File: src/rtl/cpc_pkg.sv
// shared constants, payload types and stage records of the cross peak clip filter
`default_nettype none

package cpc_pkg;

    localparam int MAX_WIDTH      = 1024;
    localparam int PIXEL_BITS     = 16;
    localparam int COL_BITS       = $clog2(MAX_WIDTH);
    localparam int FW_BITS        = 11;
    localparam int FH_BITS        = 16;
    localparam int CFG_INDEX_BITS = 2;
    localparam int CFG_DATA_BITS  = 16;
    localparam int PAIR_BITS      = 2 * PIXEL_BITS;

    // register indexes of the configuration port
    localparam logic [CFG_INDEX_BITS-1:0] CFG_FRAME_WIDTH  = 2'd0;
    localparam logic [CFG_INDEX_BITS-1:0] CFG_FRAME_HEIGHT = 2'd1;

    // item kinds
    localparam logic KIND_PIXEL = 1'b0;
    localparam logic KIND_FLUSH = 1'b1;

    typedef logic [PIXEL_BITS-1:0] pixel_t;
    typedef logic [COL_BITS-1:0]   col_t;
    typedef logic [FH_BITS-1:0]    row_t;

    typedef enum logic {
        PATH_LAGGED,
        PATH_FLUSH
    } path_t;

    typedef struct packed {
        logic   kind;
        pixel_t pixel_in;
    } in_item_t;

    typedef struct packed {
        pixel_t pixel_out;
        logic   end_of_row;
        logic   end_of_frame;
    } out_item_t;

    typedef struct packed {
        logic                      valid;
        logic [CFG_INDEX_BITS-1:0] index;
        logic [CFG_DATA_BITS-1:0]  data;
    } cfg_wr_t;

    // one column of both line buffers
    typedef struct packed {
        pixel_t older;
        pixel_t newer;
    } line_pair_t;

    typedef struct packed {
        col_t left_addr;
        col_t mid_addr;
        col_t right_addr;
        col_t cur_addr;
    } rd_addr_t;

    typedef struct packed {
        logic       we;
        col_t       addr;
        line_pair_t data;
    } wr_port_t;

    // decision record handed from the sequencer to the window stage
    typedef struct packed {
        logic   emit;
        logic   write;
        path_t  path;
        col_t   out_col;
        col_t   in_col;
        pixel_t pixel;
        logic   up_en;
        logic   left_en;
        logic   right_en;
        logic   down_en;
        logic   eor;
        logic   eof;
    } stage_req_t;

endpackage

`default_nettype wire

File: src/rtl/cpc_win.sv
// window stage: write forwarding, neighbour select, peak clip, line writeback
`default_nettype none

module cpc_win (
    input  wire logic                 aclk,
    input  wire logic                 aresetn,
    input  wire logic                 req_valid,
    input  wire cpc_pkg::stage_req_t  req,
    input  wire cpc_pkg::line_pair_t  rd_left,
    input  wire cpc_pkg::line_pair_t  rd_mid,
    input  wire cpc_pkg::line_pair_t  rd_right,
    input  wire cpc_pkg::line_pair_t  rd_cur,
    output cpc_pkg::wr_port_t         wr,
    output logic                      res_valid,
    output cpc_pkg::out_item_t        res
);

    import cpc_pkg::*;

    logic       fwd_valid_reg, fwd_valid_next;
    col_t       fwd_addr_reg, fwd_addr_next;
    line_pair_t fwd_data_reg, fwd_data_next;
    pixel_t     window_up_reg, window_up_next;

    col_t       left_addr, right_addr;
    line_pair_t left_p, mid_p, right_p, cur_p;
    pixel_t     up_v, left_v, right_v, down_v, center_v;
    pixel_t     up_m, left_m, right_m, down_m;
    pixel_t     max_a, max_b, max_all;
    logic       any_en;

    always_comb begin
        left_addr  = req.out_col - COL_BITS'(1);
        right_addr = req.out_col + COL_BITS'(1);

        // the write of the previous item lands at the edge these reads were taken
        left_p  = (fwd_valid_reg && fwd_addr_reg == left_addr) ? fwd_data_reg : rd_left;
        mid_p   = (fwd_valid_reg && fwd_addr_reg == req.out_col) ? fwd_data_reg : rd_mid;
        right_p = (fwd_valid_reg && fwd_addr_reg == right_addr) ? fwd_data_reg : rd_right;
        cur_p   = (fwd_valid_reg && fwd_addr_reg == req.in_col) ? fwd_data_reg : rd_cur;

        if (req.path == PATH_FLUSH) begin
            // last row of the frame sits in the newer line
            up_v     = mid_p.older;
            left_v   = left_p.newer;
            center_v = mid_p.newer;
            down_v   = '0;
        end else begin
            up_v     = window_up_reg;
            left_v   = left_p.older;
            center_v = mid_p.older;
            down_v   = mid_p.newer;
        end
        right_v = right_p.newer;

        up_m    = req.up_en    ? up_v    : '0;
        left_m  = req.left_en  ? left_v  : '0;
        right_m = req.right_en ? right_v : '0;
        down_m  = req.down_en  ? down_v  : '0;
        max_a   = (up_m > left_m) ? up_m : left_m;
        max_b   = (right_m > down_m) ? right_m : down_m;
        max_all = (max_a > max_b) ? max_a : max_b;
        any_en  = req.up_en || req.left_en || req.right_en || req.down_en;

        res_valid        = req_valid && req.emit;
        res.pixel_out    = (any_en && center_v > max_all) ? max_all : center_v;
        res.end_of_row   = req.eor;
        res.end_of_frame = req.eof;

        wr.we         = req_valid && req.write;
        wr.addr       = req.in_col;
        wr.data.older = cur_p.newer;
        wr.data.newer = req.pixel;

        window_up_next = window_up_reg;
        if (req_valid) begin
            if (req.write) begin
                window_up_next = cur_p.older;
            end else if (req.emit && req.path == PATH_FLUSH) begin
                window_up_next = mid_p.older;
            end
        end

        fwd_valid_next = wr.we;
        fwd_addr_next  = wr.addr;
        fwd_data_next  = wr.data;
    end

    always_ff @(posedge aclk) begin
        if (!aresetn) begin
            fwd_valid_reg <= 1'b0;
            window_up_reg <= '0;
        end else begin
            fwd_valid_reg <= fwd_valid_next;
            window_up_reg <= window_up_next;
        end
    end

    always_ff @(posedge aclk) begin
        fwd_addr_reg <= fwd_addr_next;
        fwd_data_reg <= fwd_data_next;
    end

endmodule

`default_nettype wire

File: config.mk
export PLATFORM = sky130hd
export DESIGN_NAME = cpc_win
export DESIGN_NICKNAME = d
export VERILOG_FILES = /design/src/rtl/cpc_pkg.sv /design/src/rtl/cpc_win.sv
export SDC_FILE = /design/constraint.sdc
export NUM_CORES = 1
export LEC_CHECK = 0
export BUFFER_PORTS_ARGS = -buffer_cell sky130_fd_sc_hd__buf_2
export CELL_PAD_IN_SITES_DETAIL_PLACEMENT = 2
export CELL_PAD_IN_SITES_GLOBAL_PLACEMENT = 2
export CORE_MARGIN = 3
export CORE_UTILIZATION = 30
export DETAILED_ROUTE_END_ITERATION = 10
export GPL_ROUTABILITY_DRIVEN = 0
export PLACE_DENSITY = 0.85
export RECOVER_POWER = 100
export SYNTH_ARGS = -nofsm -noshare
export SYNTH_HDL_FRONTEND = slang
export SYNTH_SLANG_ARGS = --single-unit
File: constraint.sdc
create_clock -name aclk -period 9.3 [get_ports aclk]
set_input_delay 0.465 -clock aclk [delete_from_list [all_inputs] [get_ports aclk]]
set_output_delay 0.465 -clock aclk [all_outputs]
set_load 0.01 [all_outputs]
### Word-level counts from Yosys, hierarchy flattened

Index checks and enable logic that the tools add are counted.
W data, S select, Z words.

| storage, ports and cells | value |
|---|---|
| output and inout port bits | 62 |
| register bits | 59 |
| logic and storage cells | 46 |

| cells by class | value |
|---|---|
| eq/ne operators | 4 |
| add/sub/neg operators | 2 |
| mux-type cells | 18 |
| reductions and logical operators | 13 |
| magnitude comparators | 4 |

Operators by type and width:

| kind | number |
|---|---|
| $mux W16 | 15 |
| $mux W32 | 3 |
| $gt A16 B16 Y1 | 4 |
| $eq A10 B10 Y1 | 4 |
| $add A10 B1 Y10 const B | 1 |
| $sub A10 B1 Y10 const B | 1 |
| $logic_and A1 B1 Y1 | 8 |
| $logic_or A1 B1 Y1 | 3 |
| $reduce_and A2 Y1 | 1 |
| $reduce_bool A2 Y1 | 1 |

### Longest topological paths before layout

Gate-level depths: netlist of the first run.

| logic depth | value |
|---|---|
| depth after elaboration | 13 |
| depth in mapped cells | 41 |
| depth with buffers taken out | 34 |

### Least setup slack after synthesis of the first run

OpenSTA, ideal clock, no wires.

| path | value |
|---|---|
| path kind | in2out |
| start point | input port req[33] (netlist name) |
| end point | output port res[2] (netlist name) |
| stages on the path | 36 |
| data arrival time | 7,643 ps |
| required time | 8,835 ps |
| setup slack | 1,192 ps |
| path through | clkbuf_1 nand2_1 or3_1 nor4_1 a31oi_1 nor3_1 buf_4 buf_6 buf_4 mux2i_1 nor2_1 ha_1 and4_1 nand2_1 a311o_1 a211oi_2 clkbuf_1 nand2_1 mux2i_1 nor2_1 ha_1 or3_1 a221oi_1 a211o_1 a21o_1 clkbuf_1 o21ai_0 o22ai_2 ha_1 nand4_1 or2_2 a211o_1 a31oi_1 and2_1 o221a_2 a211oi_2 |

RTL lines:

| what | line | text |
|---|---|---|
| start: declaration | cpc_win.sv:8 | `input wire cpc_pkg::stage_req_t req,` |
| end: declaration | cpc_win.sv:15 | `output cpc_pkg::out_item_t res` |

==> impl_results.md, run 1 <==
- Slew Limit Headroom: -45.67%
- P_leak: 3.632 nW
- Final ANT Viol Nets: 0
- Clock share of power: 24.5%
- Share of layout cells above drive strength 1: 25.46%
- Clk Tree Root Cell: clkbuf_16
- DR WL met3: 2538 um
- VDD IR max: 0.00008364 V
- Post-synth top cells: mux2i_1 (113), nor2_1 (68), ha_1 (66), dfxtp_1 (59), nand2_1 (57)
- Avg WL per Cell: 26.54 um
- Area grow syn2layout: 21.70%
- Max Slew Vio Count: 67
- Syn Area/Cell: 8.188 um^2
- Routed vias/inst: 5.913
- #FFs+latches synth: 59
- Top cells by area, synth: dfxtp_1 (16%), mux2i_1 (15%), ha_1 (11%)
- Top cell by count, worst path: ha_1
- Largest net degree at the start of global routing: 62
- Ports: 238
- Status: finished with violations
- Worst setup EP type: output pin
- Req. time, crit path: 8.84 ns
- Crit path max fanout: 21
- Post-layout nets: 1314
- DR DRC count: 0
- Worst Skew: 0.01308 ns
- Max reg flops: 32
- Critical path arrival: 8.43 ns
- CP peak stage delay: 0.61 ns
- Detailed Place HPWL: 27900 um
- Global Route Usage Sum: 27.53%
- F_max: 112.4 MHz
- Met1 Wirelength: 14790 um
- Hold Violations, Final: 0
- Yosys top cell by area: dfxtp_1
- Via Count: 8248
- FF-to-FF path depth: 8
- Fillcell total: 2748
- Final Cycle Share: 95.66%
- Count of final setup violators: 0
- Critical path class: in2out
- Ant diodes: 0
- Worst Hold Class: in2reg
- Row cnt: 56
- Sink Count: 59
- Core area: 0.02375 mm^2
- Top-count cell post-synth: mux2i_1
- Die height: 162.3 um
- Overflow after GRT: 0
- Sequential power share: 20.7%
- Gate Count Post-Synth: 895
- Power Density: 158.2 mW/mm^2
- DR top layer: met5
- Critical Path Start Type: input port
- Period minus WS final: 8.897 ns
- Synthesized area: 0.007328 mm^2
- Clk pin slew, worst setup/hold paths: 0.05 ns
- Count of cell types in the netlist: 69
- Switching power: 0.6186 mW
- Yosys top cell area share: 16.12%
- Die area: 0.02634 mm^2
- First-pass GRT wire length: 55450 um
- Buffers on Ports: 217
- Clock latency on the worst-skew pair: 0.35 ns
- Fin util: 37.55%
- Total wire length: 37030 um
- Initial antenna violation count: 2
- Number of CTS-inserted buffers: 9
- EDFF count, synth: 0
- Sequential-to-total area share from yosys stat: 16.12%
- Wire length on met2: 17170 um
- Internal Power: 0.7920 mW
- Worst Hold Depth: 1
- Initial drt markers: 602
- Ys flop type: dfxtp_1
- Failing checks: capacitance limit, slew limit
- Ys async rst share: 0%
- First-pass iteration count of the detailed router: 5
- Vias in the first global route: 9043
- Critical path's slowest cell: mux4_2
- Syn Nets: 1137
- Max clock buf depth: 2
- CTS tree: built
- Synth warn: 0
- Starting Density: 30.85%
- Setup_tns: 0 ns
- Die W: 162.3 um
- Switching part of the total power: 43.85%
- Worst-Margin Slew: 2.185 ns
- CTS H-tree depth: 3
- MaxCap Viol Count: 2
- Combinational share of power: 54.8%
worst max-delay path, delay by kind of cell:
kind	cells	cell delay, ns
AO/OA/AOI/OAI	17	3.56
adder cells (fa/ha/maj)	4	1.18
buffers and inverters	6	1.16
multiplexers	1	0.61
AND/OR/NAND/NOR	7	1.45
what timing repair did:
item                                    CTS  global route
buffers inserted                          0             2
cloned                                    0             1
pin swaps                                 0             2
endpoints found under the setup margin    2            16
hold buffers                              0             0
gates resized for setup                   1            21
routing by layer:
layer	vias up	global-route usage (%)
li1	3647	-
met1	4055	33.37
met2	401	45.07
met3	141	5.713
met4	4	16.01
met5	-	0
path summary, 6_finish.rpt:
check,startpoint,slack (ns),to
worst max-delay path,req[32],0.40,res[14]
worst min-delay path,req[20],0.23,fwd_data_reg[14]
worst max register to register,fwd_addr_reg[8],5.07,window_up_reg[12]
worst min register to register,window_up_reg[1],0.49,window_up_reg[1]
cell families after synthesis:
family	share of synthesized area [%]
simple gates	19.45
compound gates	22.04
mux	20.04
buf+inv	7.632
fa+ha+maj	11.27
flops	16.12
xor+xnor	3.449
cell type report:
type,count,area [um^2],area share [%]
Clock buffer,13,260.3,2.918
Clock inverter,2,35.03,0.3928
Inverter,11,41.29,0.4630
Multi-Input combinational cell,738,5673,63.61
Sequential cell,59,1181,13.24
Tap cell,319,399.1,4.475
Timing Repair Buffer,253,1329,14.90
cell usage in the layout, fill, tap and decap left out, drive strengths merged, types with 9 or more instances in the layout:
| cell type | n |
|---|---|
| mux2i | 113 |
| nor3 | 13 |
| and2 | 10 |
| inv | 11 |
| o21ai | 64 |
| a211oi | 31 |
| nand4 | 15 |
| a31o | 13 |
| nor2 | 68 |
| xnor2 | 20 |
| a21o | 14 |
| nor2b | 24 |
| nand3 | 32 |
| nand2b | 21 |
| ha | 66 |
| a221oi | 9 |
| a21oi | 53 |
| buf | 184 |
| mux2 | 22 |
| clkbuf | 82 |
| o22ai | 14 |
| dfxtp | 59 |
| nand2 | 58 |
power groups by stage:
stage	Sequential (mW)	Combinational, mW	Clock (mW)
2_1_floorplan	0.281	0.467	0
3_3_place_gp	0.294	0.706	0
3_5_place_dp	0.295	0.738	0
4_1_cts	0.291	0.758	0.352
5_1_grt	0.293	0.838	0.364
6_report	0.292	0.773	0.345
through the flow:
step           cells  area, um^2  worst slack, ns  hold slack [ns]  power [mW]
2_1_floorplan    895        7328            1.192           0.4513      0.7484
6_report        1395        8919           0.4034           0.2317       1.411
3_3_place_gp    1377        8584           0.4288           0.4655       1.000
5_1_grt         1395        8919         -0.03143           0.2242       1.495
3_5_place_dp    1377        8584           0.1081           0.4841       1.033
4_1_cts         1392        8886          0.04444           0.2229       1.400
Note: power is estimated with default switching activity, not from simulation.
==> inputs of run 2 (changes only) <==
--- a/config.mk
+++ b/config.mk
@@ -6,10 +6,10 @@
 export NUM_CORES = 1
 export LEC_CHECK = 0
 export BUFFER_PORTS_ARGS = -buffer_cell sky130_fd_sc_hd__buf_2
-export CELL_PAD_IN_SITES_DETAIL_PLACEMENT = 2
-export CELL_PAD_IN_SITES_GLOBAL_PLACEMENT = 2
+export CELL_PAD_IN_SITES_DETAIL_PLACEMENT = 0
+export CELL_PAD_IN_SITES_GLOBAL_PLACEMENT = 1
 export CORE_MARGIN = 3
-export CORE_UTILIZATION = 30
+export CORE_UTILIZATION = 38
 export DETAILED_ROUTE_END_ITERATION = 10
 export GPL_ROUTABILITY_DRIVEN = 0
 export PLACE_DENSITY = 0.85
==> run 2 against run 1 <==
  * The run still ends with capacitance limit, slew limit left
  * Combinational power is 10% lower
  * Worst setup slack improved by 0.10 ns
  * First-iteration DRC count grew 19%
  * Critical path type unchanged
  * Largest cell class unchanged
  * Highest routed layer is now met4
==> impl_results.md, run 2 (synthesis results as in run 1) <==
- Vias in the first global route: 6947 (-23%)
- Post-layout nets: 1309 (-0.38%)
- Critical path class: in2out
- Most common cell after layout, fill and taps aside: buf_2
- Final WS setup: 0.5045 ns (+0.1010 ns)
- Total power: 1.374 mW (-2.6%)
- Hold WS: 0.2236 ns (-0.008120 ns)
- VDD IR max: 0.0001114 V (+33%)
- Max clock buf depth: 2 (unchanged)
- Failing checks: capacitance limit, slew limit
- Worst Hold Depth: 1 (unchanged)
- Slew Limit Headroom: -49.94% (-4.3 points)
- P_leak: 3.576 nW (-1.5%)
- Top cell by count, worst path: ha_1
- Initial drt markers: 717 (+19%)
- R2R Path End: window_up_reg[6]
- CTS tree: built
- Internal Power: 0.8053 mW (+1.7%)
- Power Density: 156.9 mW/mm^2 (-0.81%)
- Via Count: 7546 (-8.5%)
- Hold Path End: fwd_data_reg[12]
- Sink Count: 59 (unchanged)
- Reg2Reg Launch Point: fwd_addr_reg[2]
- Die height: 144.9 um (-11%)
- Ant diodes: 0 (unchanged)
- Max Slew Vio Count: 34 (-49%)
- Initial antenna violation count: 0 (-2)
- Clk pin slew, worst setup/hold paths: 0.06 ns (about the same)
- Overflow after GRT: 0 (unchanged)
- Largest net degree at the start of global routing: 59 (-4.8%)
- Routed vias/inst: 5.665 (-4.2%)
- Clk Tree Root Cell: clkbuf_16
- Die W: 144.9 um (-11%)
- Critical Path Start Type: input port
- Detailed Place HPWL: 21560 um (-23%)
- Clock share of power: 28.5% (+4.0 points)
- Buffers on Ports: 217 (unchanged)
- Critical path's slowest cell: or3_1
- Area grow syn2layout: 19.52%
- Starting Density: 38.92% (+8.1 points)
- Ports: 238 (unchanged)
- Worst Hold Class: in2reg
- Status: finished with violations
- Die area: 0.02099 mm^2 (-20%)
- Worst-Margin Slew: 2.249 ns (+0.06412 ns)
- Global Route Usage Sum: 24.84% (-2.7 points)
- Reg2reg setup slack: 5.94 ns (+0.87 ns)
- Worst setup EP type: output pin
- Worst Skew: 0.007053 ns (-0.006024 ns)
- Placed cell areas: 0.008496 mm^2 (-1.0%)
- Count of final setup violators: 0 (unchanged)
- Critical path arrival: 8.33 ns (-0.10 ns)
- Most frequent cells in the layout: buf_2 (151), mux2i_1 (113), nor2_1 (68), ha_1 (66), clkbuf_1 (64)
- F_max: 113.7 MHz (+1.1%)
- Worst Path Buf+Inv: 5 (-1)
- Crit path max fanout: 28 (+33%)
- First-pass GRT wire length: 39410 um (-29%)
- Final Instance Area: 0.008758 mm^2 (-1.8%)
- Combinational share of power: 50.5% (-4.3 points)
- Clock latency on the worst-skew pair: 0.35 ns (about the same)
- MaxCap Viol Count: 1 (-1)
- Delay-heaviest family, CP: simple AND/OR/NAND/NOR gates
- Hold Violations, Final: 0 (unchanged)
- Req. time, crit path: 8.84 ns (about the same)
- Switching power: 0.5688 mW (-8.1%)
- Period minus WS final: 8.796 ns (-0.1010 ns)
- Hold Path Origin: req[18]
- Core area: 0.01883 mm^2 (-21%)
- First-pass iteration count of the detailed router: 6 (+1)
- FF-to-FF path depth: 8 (unchanged)
- Total wire length: 26720 um (-28%)
- DR DRC count: 0 (unchanged)
- Fin util: 46.51% (+9.0 points)
- Final Instance Count excl. Fillers: 1332 (-4.5%)
- Number of CTS-inserted buffers: 9 (unchanged)
- Final ANT Viol Nets: 0 (unchanged)
- CTS H-tree depth: 3 (unchanged)
- Row cnt: 50 (-11%)
- Max reg flops: 32 (unchanged)
- Setup_tns: 0 ns (unchanged)
- RSZ-0062 raised after global routing: false
- Final Cycle Share: 94.58% (-1.1 points)
- Switching part of the total power: 41.39% (-2.5 points)
- Share of layout cells above drive strength 1: 24.81% (-0.65 points)
- Cells after DPL: 1316 (-4.4%)
- Pre-CTS setup slack: 0.5160 ns (+0.4079 ns)
- Sequential power share: 21.0% (+0.3 points)
- CP peak stage delay: 0.41 ns (-0.20 ns)
- Avg WL per Cell: 20.06 um (-24%)
## run 2: per-layer routing
| layer | share of wire, % | up-vias | track usage, % |
|---|---|---|---|
| met5 | 0 | - | 0 |
| met4 | 4.1 | 0 | 10.21 |
| met3 | 8.3 | 55 | 5.554 |
| met2 | 44 | 331 | 38.37 |
| met1 | 44 | 3510 | 33.47 |
| li1 | - | 3650 | - |
## run 2: what timing repair did
action	4_1_cts	5_1_grt
gates resized for setup	0	2
hold buffers	0	0
endpoints found under the setup margin	0	16
setup buffers	0	0
## run 2: how the worst max path moves through the flow
stage / start / to / cells after the start
2_1_floorplan: req[33] / res[2] / 36
3_3_place_gp: req[35] / res[17] / 33
3_5_place_dp: req[35] / res[17] / 35
4_1_cts: req[35] / res[17] / 35
5_1_grt: req[35] / res[17] / 35
6_report: req[35] / res[2] / 35
## run 2: power by group through the flow
stage / logic, mW / clock network [mW] / registers [mW]
after global routing: 0.766 / 0.405 / 0.290
after detailed placement: 0.686 / 0 / 0.294
after floorplan: 0.467 / 0 / 0.281
after CTS: 0.691 / 0.394 / 0.288
final: 0.694 / 0.391 / 0.289
after global placement: 0.684 / 0 / 0.294
## run 2: final cells by class
class | instances | area, um^2
fillers | 1923 | 10070
clock buffers | 11 | 252.7
flip-flops and latches | 59 | 1181
clock inverters | 5 | 83.83
inverters | 11 | 41.29
well taps | 260 | 325.3
repair buffers | 248 | 1264
multi-input cells | 738 | 5610
