**src/rtl/cpc_pkg.sv**
```systemverilog
// shared constants, payload types and stage records of the cross peak clip filter
`default_nettype none

package cpc_pkg;

    localparam int MAX_WIDTH      = 1024;
    localparam int PIXEL_BITS     = 16;
    localparam int COL_BITS       = $clog2(MAX_WIDTH);
    localparam int FW_BITS        = 11;
    localparam int FH_BITS        = 16;
    localparam int CFG_INDEX_BITS = 2;
    localparam int CFG_DATA_BITS  = 16;
    localparam int PAIR_BITS      = 2 * PIXEL_BITS;

    // register indexes of the configuration port
    localparam logic [CFG_INDEX_BITS-1:0] CFG_FRAME_WIDTH  = 2'd0;
    localparam logic [CFG_INDEX_BITS-1:0] CFG_FRAME_HEIGHT = 2'd1;

    // item kinds
    localparam logic KIND_PIXEL = 1'b0;
    localparam logic KIND_FLUSH = 1'b1;

    typedef logic [PIXEL_BITS-1:0] pixel_t;
    typedef logic [COL_BITS-1:0]   col_t;
    typedef logic [FH_BITS-1:0]    row_t;

    typedef enum logic {
        PATH_LAGGED,
        PATH_FLUSH
    } path_t;

    typedef struct packed {
        logic   kind;
        pixel_t pixel_in;
    } in_item_t;

    typedef struct packed {
        pixel_t pixel_out;
        logic   end_of_row;
        logic   end_of_frame;
    } out_item_t;

    typedef struct packed {
        logic                      valid;
        logic [CFG_INDEX_BITS-1:0] index;
        logic [CFG_DATA_BITS-1:0]  data;
    } cfg_wr_t;

    // one column of both line buffers
    typedef struct packed {
        pixel_t older;
        pixel_t newer;
    } line_pair_t;

    typedef struct packed {
        col_t left_addr;
        col_t mid_addr;
        col_t right_addr;
        col_t cur_addr;
    } rd_addr_t;

    typedef struct packed {
        logic       we;
        col_t       addr;
        line_pair_t data;
    } wr_port_t;

    // decision record handed from the sequencer to the window stage
    typedef struct packed {
        logic   emit;
        logic   write;
        path_t  path;
        col_t   out_col;
        col_t   in_col;
        pixel_t pixel;
        logic   up_en;
        logic   left_en;
        logic   right_en;
        logic   down_en;
        logic   eor;
        logic   eof;
    } stage_req_t;

endpackage

`default_nettype wire

```
**src/rtl/cpc_outq.sv**
```systemverilog
// three-entry result queue with space look-ahead for the input side
`default_nettype none

module cpc_outq (
    input  wire logic                aclk,
    input  wire logic                aresetn,
    input  wire logic                push,
    input  wire cpc_pkg::out_item_t  push_data,
    input  wire logic                inflight,
    output logic                     space_ok,
    output logic                     m_valid,
    input  wire logic                m_ready,
    output cpc_pkg::out_item_t       m_data
);

    import cpc_pkg::*;

    localparam int DEPTH    = 3;
    localparam int PTR_BITS = $clog2(DEPTH);
    localparam int CNT_BITS = $clog2(DEPTH + 1);

    out_item_t             q_reg [DEPTH];
    logic [PTR_BITS-1:0]   wr_ptr_reg, wr_ptr_next;
    logic [PTR_BITS-1:0]   rd_ptr_reg, rd_ptr_next;
    logic [CNT_BITS-1:0]   count_reg, count_next;
    logic                  pop;

    always_comb begin
        pop         = m_valid && m_ready;
        wr_ptr_next = wr_ptr_reg;
        rd_ptr_next = rd_ptr_reg;
        if (push) begin
            wr_ptr_next = (wr_ptr_reg == PTR_BITS'(DEPTH - 1)) ? '0 : wr_ptr_reg + PTR_BITS'(1);
        end
        if (pop) begin
            rd_ptr_next = (rd_ptr_reg == PTR_BITS'(DEPTH - 1)) ? '0 : rd_ptr_reg + PTR_BITS'(1);
        end
        count_next = count_reg + CNT_BITS'(push) - CNT_BITS'(pop);
        // an item in the window stage still needs a slot
        space_ok = ((CNT_BITS + 1)'(count_reg) + (CNT_BITS + 1)'(inflight))
                   < (CNT_BITS + 1)'(DEPTH);
    end

    assign m_valid = (count_reg != '0);
    assign m_data  = q_reg[rd_ptr_reg];

    always_ff @(posedge aclk) begin
        if (!aresetn) begin
            wr_ptr_reg <= '0;
            rd_ptr_reg <= '0;
            count_reg  <= '0;
        end else begin
            wr_ptr_reg <= wr_ptr_next;
            rd_ptr_reg <= rd_ptr_next;
            count_reg  <= count_next;
        end
    end

    always_ff @(posedge aclk) begin
        if (push) begin
            q_reg[wr_ptr_reg] <= push_data;
        end
    end

endmodule

`default_nettype wire

```
**config.mk**
```make
export PLATFORM = sky130hd
export DESIGN_NAME = cpc_outq
export DESIGN_NICKNAME = d
export VERILOG_FILES = /design/src/rtl/cpc_pkg.sv /design/src/rtl/cpc_outq.sv
export SDC_FILE = /design/constraint.sdc
export NUM_CORES = 1
export LEC_CHECK = 0
export BUFFER_PORTS_ARGS = -buffer_cell sky130_fd_sc_hd__buf_2
export CAP_MARGIN = 15
export CORE_MARGIN = 10
export CORE_UTILIZATION = 55
export CTS_CLUSTER_SIZE = 16
export DETAILED_ROUTE_END_ITERATION = 8
export PLACE_DENSITY = 0.79
export SETUP_SLACK_MARGIN = 0.1
export SLEW_MARGIN = 40
export SYNTH_ARGS = -nofsm -noshare
export SYNTH_HDL_FRONTEND = slang
export SYNTH_SLANG_ARGS = --single-unit
```
**constraint.sdc**
```tcl
create_clock -name aclk -period 3.55 [get_ports aclk]
set_clock_uncertainty 0.1 [all_clocks]
set_input_delay 0.1775 -clock aclk [delete_from_list [all_inputs] [get_ports aclk]]
set_output_delay 0.1775 -clock aclk [all_outputs]
set_load 0.03 [all_outputs]
```
## Word-level counts from Yosys, hierarchy flattened

Memories as Yosys holds them, arrays and structs flattened. A register that Yosys moved wholly into a read port is not among the register bits.
Index checks and enable logic that the tools add are counted.

- Bits in registers: 6
- Bits in writable memories: 54
- Memories kept: 1
- Word-level logic and storage cells: 20

Memory list:

| memory | depth | bits a word | rd ports | clocked after Yosys merged registers in | write ports | line | RTL |
|---|---|---|---|---|---|---|---|
| q_reg | 3 | 18 | 1 | 1 | 1 | cpc_outq.sv:22 | `out_item_t q_reg [DEPTH];` |

- $lt $le $gt $ge: 1
- $add $sub $neg: 5
- Equal/unequal tests: 2
- Mux-type cells: 6
- Reduce and logical (&&, ||, !) cells: 2

Operators by type and width:

| operator | number |
|---|---|
| $mux W2 | 4 |
| $add A2 B1 Y2 const B | 2 |
| $eq A2 B2 Y1 const B | 2 |
| $add A2 B1 Y3 | 1 |
| $lt A3 B2 Y1 const B | 1 |
| $add A2 B1 Y2 | 1 |
| $mux W1 | 2 |
| $reduce_bool A2 Y1 | 1 |
| $sub A2 B1 Y2 | 1 |
| $logic_and A1 B1 Y1 | 1 |

## Longest topological paths before layout

Gate-level depths: netlist (run 1).

- Depth after elaboration: 4
- Mapped depth: 6

## Worst setup path after synthesis (run 1)

No wires, ideal clock.

- Path type: register -> register
- Start: reg wr_ptr_reg[1]
- End: mem q_reg[0][0] in the netlist's numbering, enable pin
- Clock period less this slack: 2.289 ns
- Stages on the path, launching flop included: 2
- Library setup time: 0.422 ns
- Setup slack: 1.261 ns
- Arrival: 1.767 ns
- Path through: dfxtp_1 -> nor3b_1

RTL lines:

| what | line | RTL |
|---|---|---|
| start: declaration | cpc_outq.sv:23 | `logic [PTR_BITS-1:0] wr_ptr_reg, wr_ptr_next;` |
| start signal: assignment | cpc_outq.sv:53 | `wr_ptr_reg <= wr_ptr_next;` |
| end: declaration | cpc_outq.sv:22 |  |

Straight into the memory's write port.

==> impl_metrics.ini, run 1 <==
[drt]
wl_met2_microns = 2420
route.antenna.remaining_nets = 0
m1WireLength_microns = 1910
met3_length_microns = 311
drt_pass1_iterations = 4
drt_iter0_drc = 45
vias_per_cell = 5.34
drc = 0
routedWlPerCell_microns = 17.1
via_count = 1469
top_layer = met4
wl_microns = 4700

[cells_and_area]
multi_input_area_sq_um = 551
syn2layout_area_growth_pct = 25.2
layout_commonest_cell = edfxtp_1
num_antenna_cells = 0
drive_gt1_share_pct = 26.7
layout_common_cells = edfxtp_1, buf_2, nand2_1
largest_register_ffs = 54
num-nets-final = 246
fillers = 269
register_area_sq_um = 1780

[synthesis]
synth_top_family_by_area = multiplexers
synthDistinctLibCells = 22
synth-simple-area-share_pct = 6.54
synth_cells = 155
yosysSeqAreaShare_pct = 75.1
synth_seq_cells = 62
synth_xor_area_share_pct = 0
yosys.area_share.adder_pct = 1.58
synth-compound-area-share_pct = 6.22
synthMuxAreaShare_pct = 8.02
synth_fp_nets = 181
ys_warn_count = 0
synth_area_sq_um = 2370
synth_area_per_cell_sq_um = 15.3

[clock_tree]
cts_buffers = 9
insertion_delay_ns = 0.32
postCtsSetupBuffers = 0
cts_tree = built
root_buffer = clkbuf_8
clockBufferDepth = 2
clock-sinks = 62
htreeDepth = 3
clkTransAtPathRegs_ns = 0.06
cts_resized = 0

[worst_setup_path]
arrival_ns = 1.68
cpMaxStageDelayCell = dfxtp_2
r2r_start = wr_ptr_reg[1]
critPathRequiredTime_ns = 3.27
cp-end-kind = output port
path_class = reg2out
path_cells = mux2i_1 > o21ai_0 > buf_2
max_stage_delay_ns = 0.71
crit_fanout = 18
critPathLaunchType = register

[grt]
grt-ovfl-total = 0
grt_max_degree = 37
antenna_found_initial = 0
globalRouteTotalUtil_pct = 13.1
grt_pass1_wl_microns = 7490
grt_pass1_vias = 1576

[floorplan]
io_pins = 43
initial_core_util_pct = 58.1
core-area_sq_um = 4090
std_cell_rows = 23
chipHeight_microns = 85.7
die_w_microns = 85.7
die_area_sq_um = 7340

[sta]
grt_setup_unrepaired = no
min_period_ns = 1.96
slew_viol_final = 0
setup_viol = 0
fin_crit_sh_pct = 55.1
finalSetupTns_ns = 0
holdWs_ns = 0.0665
tightest_slew_ns = 0.640
hold_viol = 0
slew_headroom_pct = 57.1
fmax_mhz = 511

[flow_run]
drv_cap = 0

[worst_hold_path]
worstHoldStart = aresetn
hp-class = in2reg

[place]
port_buffers = 42
finalWeightedCongestion = 0.669
hpwl_microns = 3020

[pwr]
ir_worst_vdd_mv = 0.418
powerDensity_nw_per_um2 = 525
power.leakage_nw = 1.06

[run_status]
outcome = finished clean
## synthesized netlist by cell type (all sizes together)
cell type,number,area (sq um)
edfxtp,54,1620
o21ai,24,120
nand2,22,82.6
mux2i,19,190
dfxtp,8,160
buf,7,56.3
ha,3,37.5
nand3,3,15.0
nor2,3,11.3
nor2b,2,12.5
o21a,2,15.0
a21boi,1,7.51
a21oi,1,5.00
and2,1,6.26
inv,1,3.75
nand2b,1,6.26
nand3b,1,7.51
nor3b,1,7.51
or2,1,6.26
## power by group
group	total, mW	switching (mW)	leakage (nW)	internal [mW]
Combinational	0.182	0.114	0.410	0.0681
Sequential	0.851	0.0226	0.566	0.828
Clock	0.526	0.235	0.0854	0.291
Total	1.56	0.372	1.06	1.19
## layout make-up
class	instances	share of cell area (%)
multi-input combinational	85	18.5
clock buffer	15	5.60
tap	50	2.11
inverter	1	0.126
timing repair buffer	61	13.4
sequential	62	60.1
clock inverter	1	0.126
## through the flow
| step | setup WS, ns | util [%] | std cells | total power [mW] | cell area [sq um] |
|---|---|---|---|---|---|
| after floorplan | 1.26 | - | 155 | 0.974 | 2370 |
| after global placement | 1.62 | 63.8 | 241 | 1.02 | 2610 |
| after detailed placement | 1.84 | 64.1 | 241 | 1.03 | 2620 |
| after CTS | 1.63 | 72.7 | 275 | 1.57 | 2970 |
| after global routing | 1.50 | 72.7 | 275 | 1.62 | 2970 |
| final | 1.59 | 72.7 | 275 | 1.56 | 2970 |
## layer usage
layer | track usage (%) | vias to the layer above
li1 | - | 706
met1 | 12.8 | 713
met2 | 22.6 | 44
met3 | 6.34 | 6
met4 | 6.29 | 0
met5 | 0 | -
## cells by family (layout without fill, tap and decap cells)
| logic type | Yosys count | in the layout |
|---|---|---|
| adder cells (fa/ha/maj) | 3 | 3 |
| AND/OR/NAND/NOR | 35 | 35 |
| multiplexers | 19 | 19 |
| AO/OA/AOI/OAI | 28 | 28 |
| flip-flops | 62 | 62 |
| buffers and inverters | 8 | 78 |
## worst max-delay path, delay by kind of cell (launching register included)
kind | cells | cell delay, ns
mux | 1 | 0.14
compound gates | 1 | 0.24
buf+inv | 1 | 0.26
flops | 1 | 0.71
## final timing paths
path	endpoint	slack, ns	cells past startpoint
max reg2reg	q_reg[0][10]	1.85	2
min reg2reg	rd_ptr_reg[1]	0.44	2
min	wr_ptr_reg[1]	0.07	2
max	m_data[0]	1.59	3
## repair_timing
| action | 4_1_cts | 5_1_grt |
|---|---|---|
| hold endpoints to repair | 54 | 0 |
| hold buffers | 18 | 0 |
| setup endpoints to repair | 0 | 0 |
No activity file was read; power rests on OpenSTA's default activity.
==> run 2: changes to the inputs <==
--- a/config.mk
+++ b/config.mk
@@ -8,10 +8,10 @@
 export BUFFER_PORTS_ARGS = -buffer_cell sky130_fd_sc_hd__buf_2
 export CAP_MARGIN = 15
 export CORE_MARGIN = 10
-export CORE_UTILIZATION = 55
+export CORE_UTILIZATION = 54
 export CTS_CLUSTER_SIZE = 16
 export DETAILED_ROUTE_END_ITERATION = 8
-export PLACE_DENSITY = 0.79
+export PLACE_DENSITY = 0.78
 export SETUP_SLACK_MARGIN = 0.1
 export SLEW_MARGIN = 40
 export SYNTH_ARGS = -nofsm -noshare
==> constraint.sdc (replaced) <==
create_clock -name aclk -period 2 [get_ports aclk]
set_clock_uncertainty 0.1 [all_clocks]
set_input_delay 0.1 -clock aclk [delete_from_list [all_inputs] [get_ports aclk]]
set_output_delay 0.1 -clock aclk [all_outputs]
set_load 0.03 [all_outputs]
==> run 2 against run 1 <==
Sequential power increased by 75%. Total power increased by 74%. First-iteration DRC count increased to 3.9 times the previous value. Core utilization decreased by 2.5 points.
==> impl_metrics.ini, run 2 (same netlist as run 1, synthesis figures left out) <==
[clock_tree]
cts_buffers = 9
root_buffer = clkbuf_8
cts_tree = built
htreeDepth = 3
clockBufferDepth = 2
clock-sinks = 62
clkTransAtPathRegs_ns = 0.06
insertion_delay_ns = 0.33

[worst_setup_path]
r2r_start = wr_ptr_reg[1]
crit_fanout = 18
cp-end-kind = output port
r2r_end = q_reg[2][11]
path_class = reg2out
reg2regPathDepth = 3
critPathLaunchType = register
ff2ff_setup_slack_ns = 0.54
arrival_ns = 1.58
critPathRequiredTime_ns = 1.80

[sta]
fmax_mhz = 561
min_period_ns = 1.78
hold_viol = 0
slew_headroom_pct = 71.7
setup_viol = 0
fin_ws_ns = 0.217
fin_crit_sh_pct = 89.1
finalSetupTns_ns = 0
grt_setup_unrepaired = no
holdWs_ns = 0.0290
tightest_slew_ns = 0.424
slew_viol_final = 0

[floorplan]
io_pins = 43
initial_core_util_pct = 55.2
die_w_microns = 86.3
core-area_sq_um = 4290
die_area_sq_um = 7440
std_cell_rows = 24
chipHeight_microns = 86.3

[grt]
grt_max_degree = 25
grt-ovfl-total = 0
antenna_found_initial = 0
globalRouteTotalUtil_pct = 14.1
grt_pass1_vias = 1651
grt_pass1_wl_microns = 7970

[pwr]
ir_worst_vdd_mv = 0.569
powerDensity_nw_per_um2 = 903
power.leakage_nw = 1.08
finalPower_mw = 2.72

[cells_and_area]
final_core_utilization_pct = 70.1
layout.cells.non_filler = 282
final_cell_area_sq_um = 3010
syn2layout_area_growth_pct = 27.0
largest_register_ffs = 54
drive_gt1_share_pct = 26.5
layout_common_cells = edfxtp_1, buf_2, nand2_1
num_antenna_cells = 0
layout_commonest_cell = edfxtp_1
num-nets-final = 251

[drt]
via_count = 1487
route.antenna.remaining_nets = 0
drt_pass1_iterations = 4
drc = 0
vias_per_cell = 5.27
routedWlPerCell_microns = 17.9
wl_microns = 5040
drt_iter0_drc = 176

[worst_hold_path]
min_to = count_reg[1]
worstHoldStart = m_ready
hp-class = in2reg
worstHoldPathCells = 3

[place]
place_area_sq_um = 2670
finalWeightedCongestion = 0.721
port_buffers = 42
hpwl_microns = 3150
pre_cts_slack_ns = 0.546
dp_cells = 247

[run_status]
outcome = finished clean

[flow_run]
drv_cap = 0
-- run 2: cell types whose count changed in the layout (fill, tap and decap cells not counted), sizes merged --
cell | before | now
clkinv | 1 | 3
clkbuf | 15 | 13
dlygate4sd3 | 18 | 19
buf | 43 | 47
-- run 2: cell type report --
| type | count | area (sq um) |
|---|---|---|
| sequential | 62 | 1780 |
| clock inverter | 3 | 11.3 |
| fill | 286 | 1280 |
| multi-input combinational | 85 | 547 |
| timing repair buffer | 66 | 463 |
| inverter | 1 | 3.75 |
| tap | 52 | 65.1 |
| clock buffer | 13 | 139 |
-- run 2: critical path, cell delays in order, from the launching register on --
cell,delay [ns]
dfxtp_1,0.31
buf_4,0.31
mux2i_1,0.16
o21ai_0,0.22
buf_2,0.25
-- run 2: what timing repair did --
item,4_1_cts,5_1_grt
buffers inserted,0,0
hold endpoints to repair,57,0
resized for setup,0,1
hold buffers,19,0
endpoints found under the setup margin,0,1
-- run 2: report_power, final --
group / switching [mW] / internal, mW / total, mW
Clock: 0.431 / 0.439 / 0.869
Sequential: 0.0230 / 1.47 / 1.49
Combinational: 0.226 / 0.130 / 0.356
-- run 2: routing by layer --
layer / track usage (%) / up-vias / routed length, microns
li1: - / 715 / -
met1: 13.3 / 706 / 1820
met2: 25.8 / 55 / 2750
met3: 5.82 / 11 / 377
met4: 6.92 / 0 / 95
met5: 0 / - / 0
-- run 2: worst max path at each step --
stage | from | end | slack [ns] | cells after the start
after floorplan | wr_ptr_reg[0] | q_reg[1][0] | 0.28 | 2
after global placement | wr_ptr_reg[1] | q_reg[2][8] | 0.60 | 3
after detailed placement | wr_ptr_reg[1] | q_reg[2][8] | 0.55 | 3
after CTS | register | m_data[3] | 0.26 | 4
after global routing | register | m_data[1] | 0.13 | 4
final | register | m_data[1] | 0.22 | 4
==> run 3: changes to the inputs <==
--- a/config.mk
+++ b/config.mk
@@ -7,11 +7,9 @@
 export LEC_CHECK = 0
 export BUFFER_PORTS_ARGS = -buffer_cell sky130_fd_sc_hd__buf_2
 export CAP_MARGIN = 15
-export CORE_MARGIN = 10
-export CORE_UTILIZATION = 54
+export CORE_UTILIZATION = 40
 export CTS_CLUSTER_SIZE = 16
 export DETAILED_ROUTE_END_ITERATION = 8
-export PLACE_DENSITY = 0.78
 export SETUP_SLACK_MARGIN = 0.1
 export SLEW_MARGIN = 40
 export SYNTH_ARGS = -nofsm -noshare
==> run 3 against run 2 <==
Design area rose by 2.2%. Critical path type unchanged. Total power rose by 3.9%. Setup slack improved by 0.13 ns. Register-to-register slack got worse by 0.07 ns.
==> impl_metrics.ini, run 3 (same netlist as run 1, synthesis figures left out) <==
[floorplan]
die_w_microns = 79.0
core-area_sq_um = 5610
initial_core_util_pct = 42.3
chipHeight_microns = 79.0
std_cell_rows = 27
die_area_sq_um = 6240
io_pins = 43

[pwr]
power.net_switching_uw = 661
comb_power_share_pct = 12.3
p_clk_share_pct = 35.0
p_int_mw = 2.16
finalPower_mw = 2.82
power.leakage_nw = 1.12
p_seq_share_pct = 52.7
swShare_pct = 23.4
ir_worst_vdd_mv = 0.439
powerDensity_nw_per_um2 = 917

[drt]
via_count = 1425
drc = 0
routedWlPerCell_microns = 13.1
vias_per_cell = 4.64
drt_pass1_iterations = 4
wl_microns = 4010
route.antenna.remaining_nets = 0
drt_iter0_drc = 64

[place]
port_buffers = 42
dp_cells = 272
hpwl_microns = 2820
place_area_sq_um = 2710
pre_cts_slack_ns = 0.452

[clock_tree]
htreeDepth = 3
postCtsSetupBuffers = 0
cts_resized = 0
clkTransAtPathRegs_ns = 0.06
postCtsHoldBufs = 19
cts_tree = built
clockBufferDepth = 2
cts_buffers = 9
clock-sinks = 62
insertion_delay_ns = 0.32
root_buffer = clkbuf_8

[worst_setup_path]
reg2regPathDepth = 3
path_cells = ha_1 > ha_1 > a21oi_1 > buf_2
critPathRequiredTime_ns = 1.80
r2r_end = q_reg[1][12]
crit_fanout = 4
critical_path.most_common_cell = ha_1
cp-end-kind = output port
critPathLaunchType = register
max_stage_delay_ns = 0.34
ff2ff_setup_slack_ns = 0.47
r2r_start = wr_ptr_reg[0]
path_class = reg2out
cpMaxStageDelayCell = dfxtp_1
arrival_ns = 1.45

[sta]
min_period_ns = 1.65
holdWs_ns = 0.0374
finalSetupTns_ns = 0
slew_headroom_pct = 72.0
fin_crit_sh_pct = 82.6
grt_setup_unrepaired = no
fmax_mhz = 605
slew_viol_final = 0
hold_viol = 0
tightest_slew_ns = 0.419
setup_viol = 0
fin_ws_ns = 0.348

[grt]
grt_pass1_vias = 1501
grt-ovfl-total = 0
grt_use_met1_pct = 16.4
met2_usage_pct = 25.5
globalRouteMet3Util_pct = 3.45
busiest_layer = met2
grt_max_degree = 21
globalRouteTotalUtil_pct = 15.0
antenna_found_initial = 0
grt_pass1_wl_microns = 6710

[run_status]
outcome = finished clean

[cells_and_area]
layout_commonest_cell = edfxtp_1
num-nets-final = 256
largest_register_ffs = 54
syn2layout_area_growth_pct = 29.7
drive_gt1_share_pct = 29.4
num_antenna_cells = 0
fillers = 484
layout.cells.non_filler = 307
layout_common_cells = edfxtp_1, buf_2, nand2_1
final_core_utilization_pct = 54.9
final_cell_area_sq_um = 3080

[flow_run]
drv_cap = 0

[worst_hold_path]
hp-class = in2reg
worstHoldPathCells = 3
worstHoldStart = m_ready
min_to = count_reg[1]
run 3: critical path, delay by kind of cell, from the launching register on:
family          cells  cell delay [ns]
flops               1             0.34
buf+inv             1             0.20
compound gates      1             0.13
fa+ha+maj           2             0.46
run 3: area by class of cell:
cell class | instances | area [sq um] | share of cell area [%]
tap | 72 | 90.1 | 2.93
multi-input combinational | 85 | 547 | 17.8
timing repair buffer | 71 | 475 | 15.4
sequential | 62 | 1780 | 57.9
clock buffer | 10 | 128 | 4.15
clock inverter | 6 | 52.6 | 1.71
inverter | 1 | 3.75 | 0.122
run 3: power groups by stage:
| stage | logic [mW] | registers [mW] | clock network (mW) |
|---|---|---|---|
| 3_5_place_dp | 0.324 | 1.52 | 0 |
| 3_3_place_gp | 0.314 | 1.51 | 0 |
| 4_1_cts | 0.354 | 1.49 | 1.01 |
| 6_report | 0.348 | 1.49 | 0.987 |
| 2_1_floorplan | 0.218 | 1.51 | 0 |
| 5_1_grt | 0.377 | 1.49 | 1.06 |
run 3: worst max-delay path by stage:
stage,from,to,slack [ns],cells past startpoint
2_1_floorplan,wr_ptr_reg[0],q_reg[1][0],0.28,2
3_3_place_gp,wr_ptr_reg[0],q_reg[1][13],0.57,3
3_5_place_dp,wr_ptr_reg[0],q_reg[1][12],0.45,3
4_1_cts,count_reg[0],space_ok,0.33,4
5_1_grt,count_reg[0],space_ok,0.28,4
6_report,count_reg[0],space_ok,0.35,4
run 3: metal layers:
metal,vias up,wire length (microns)
li1,726,-
met1,653,1690
met2,34,2050
met3,12,138
met4,0,130
met5,-,0
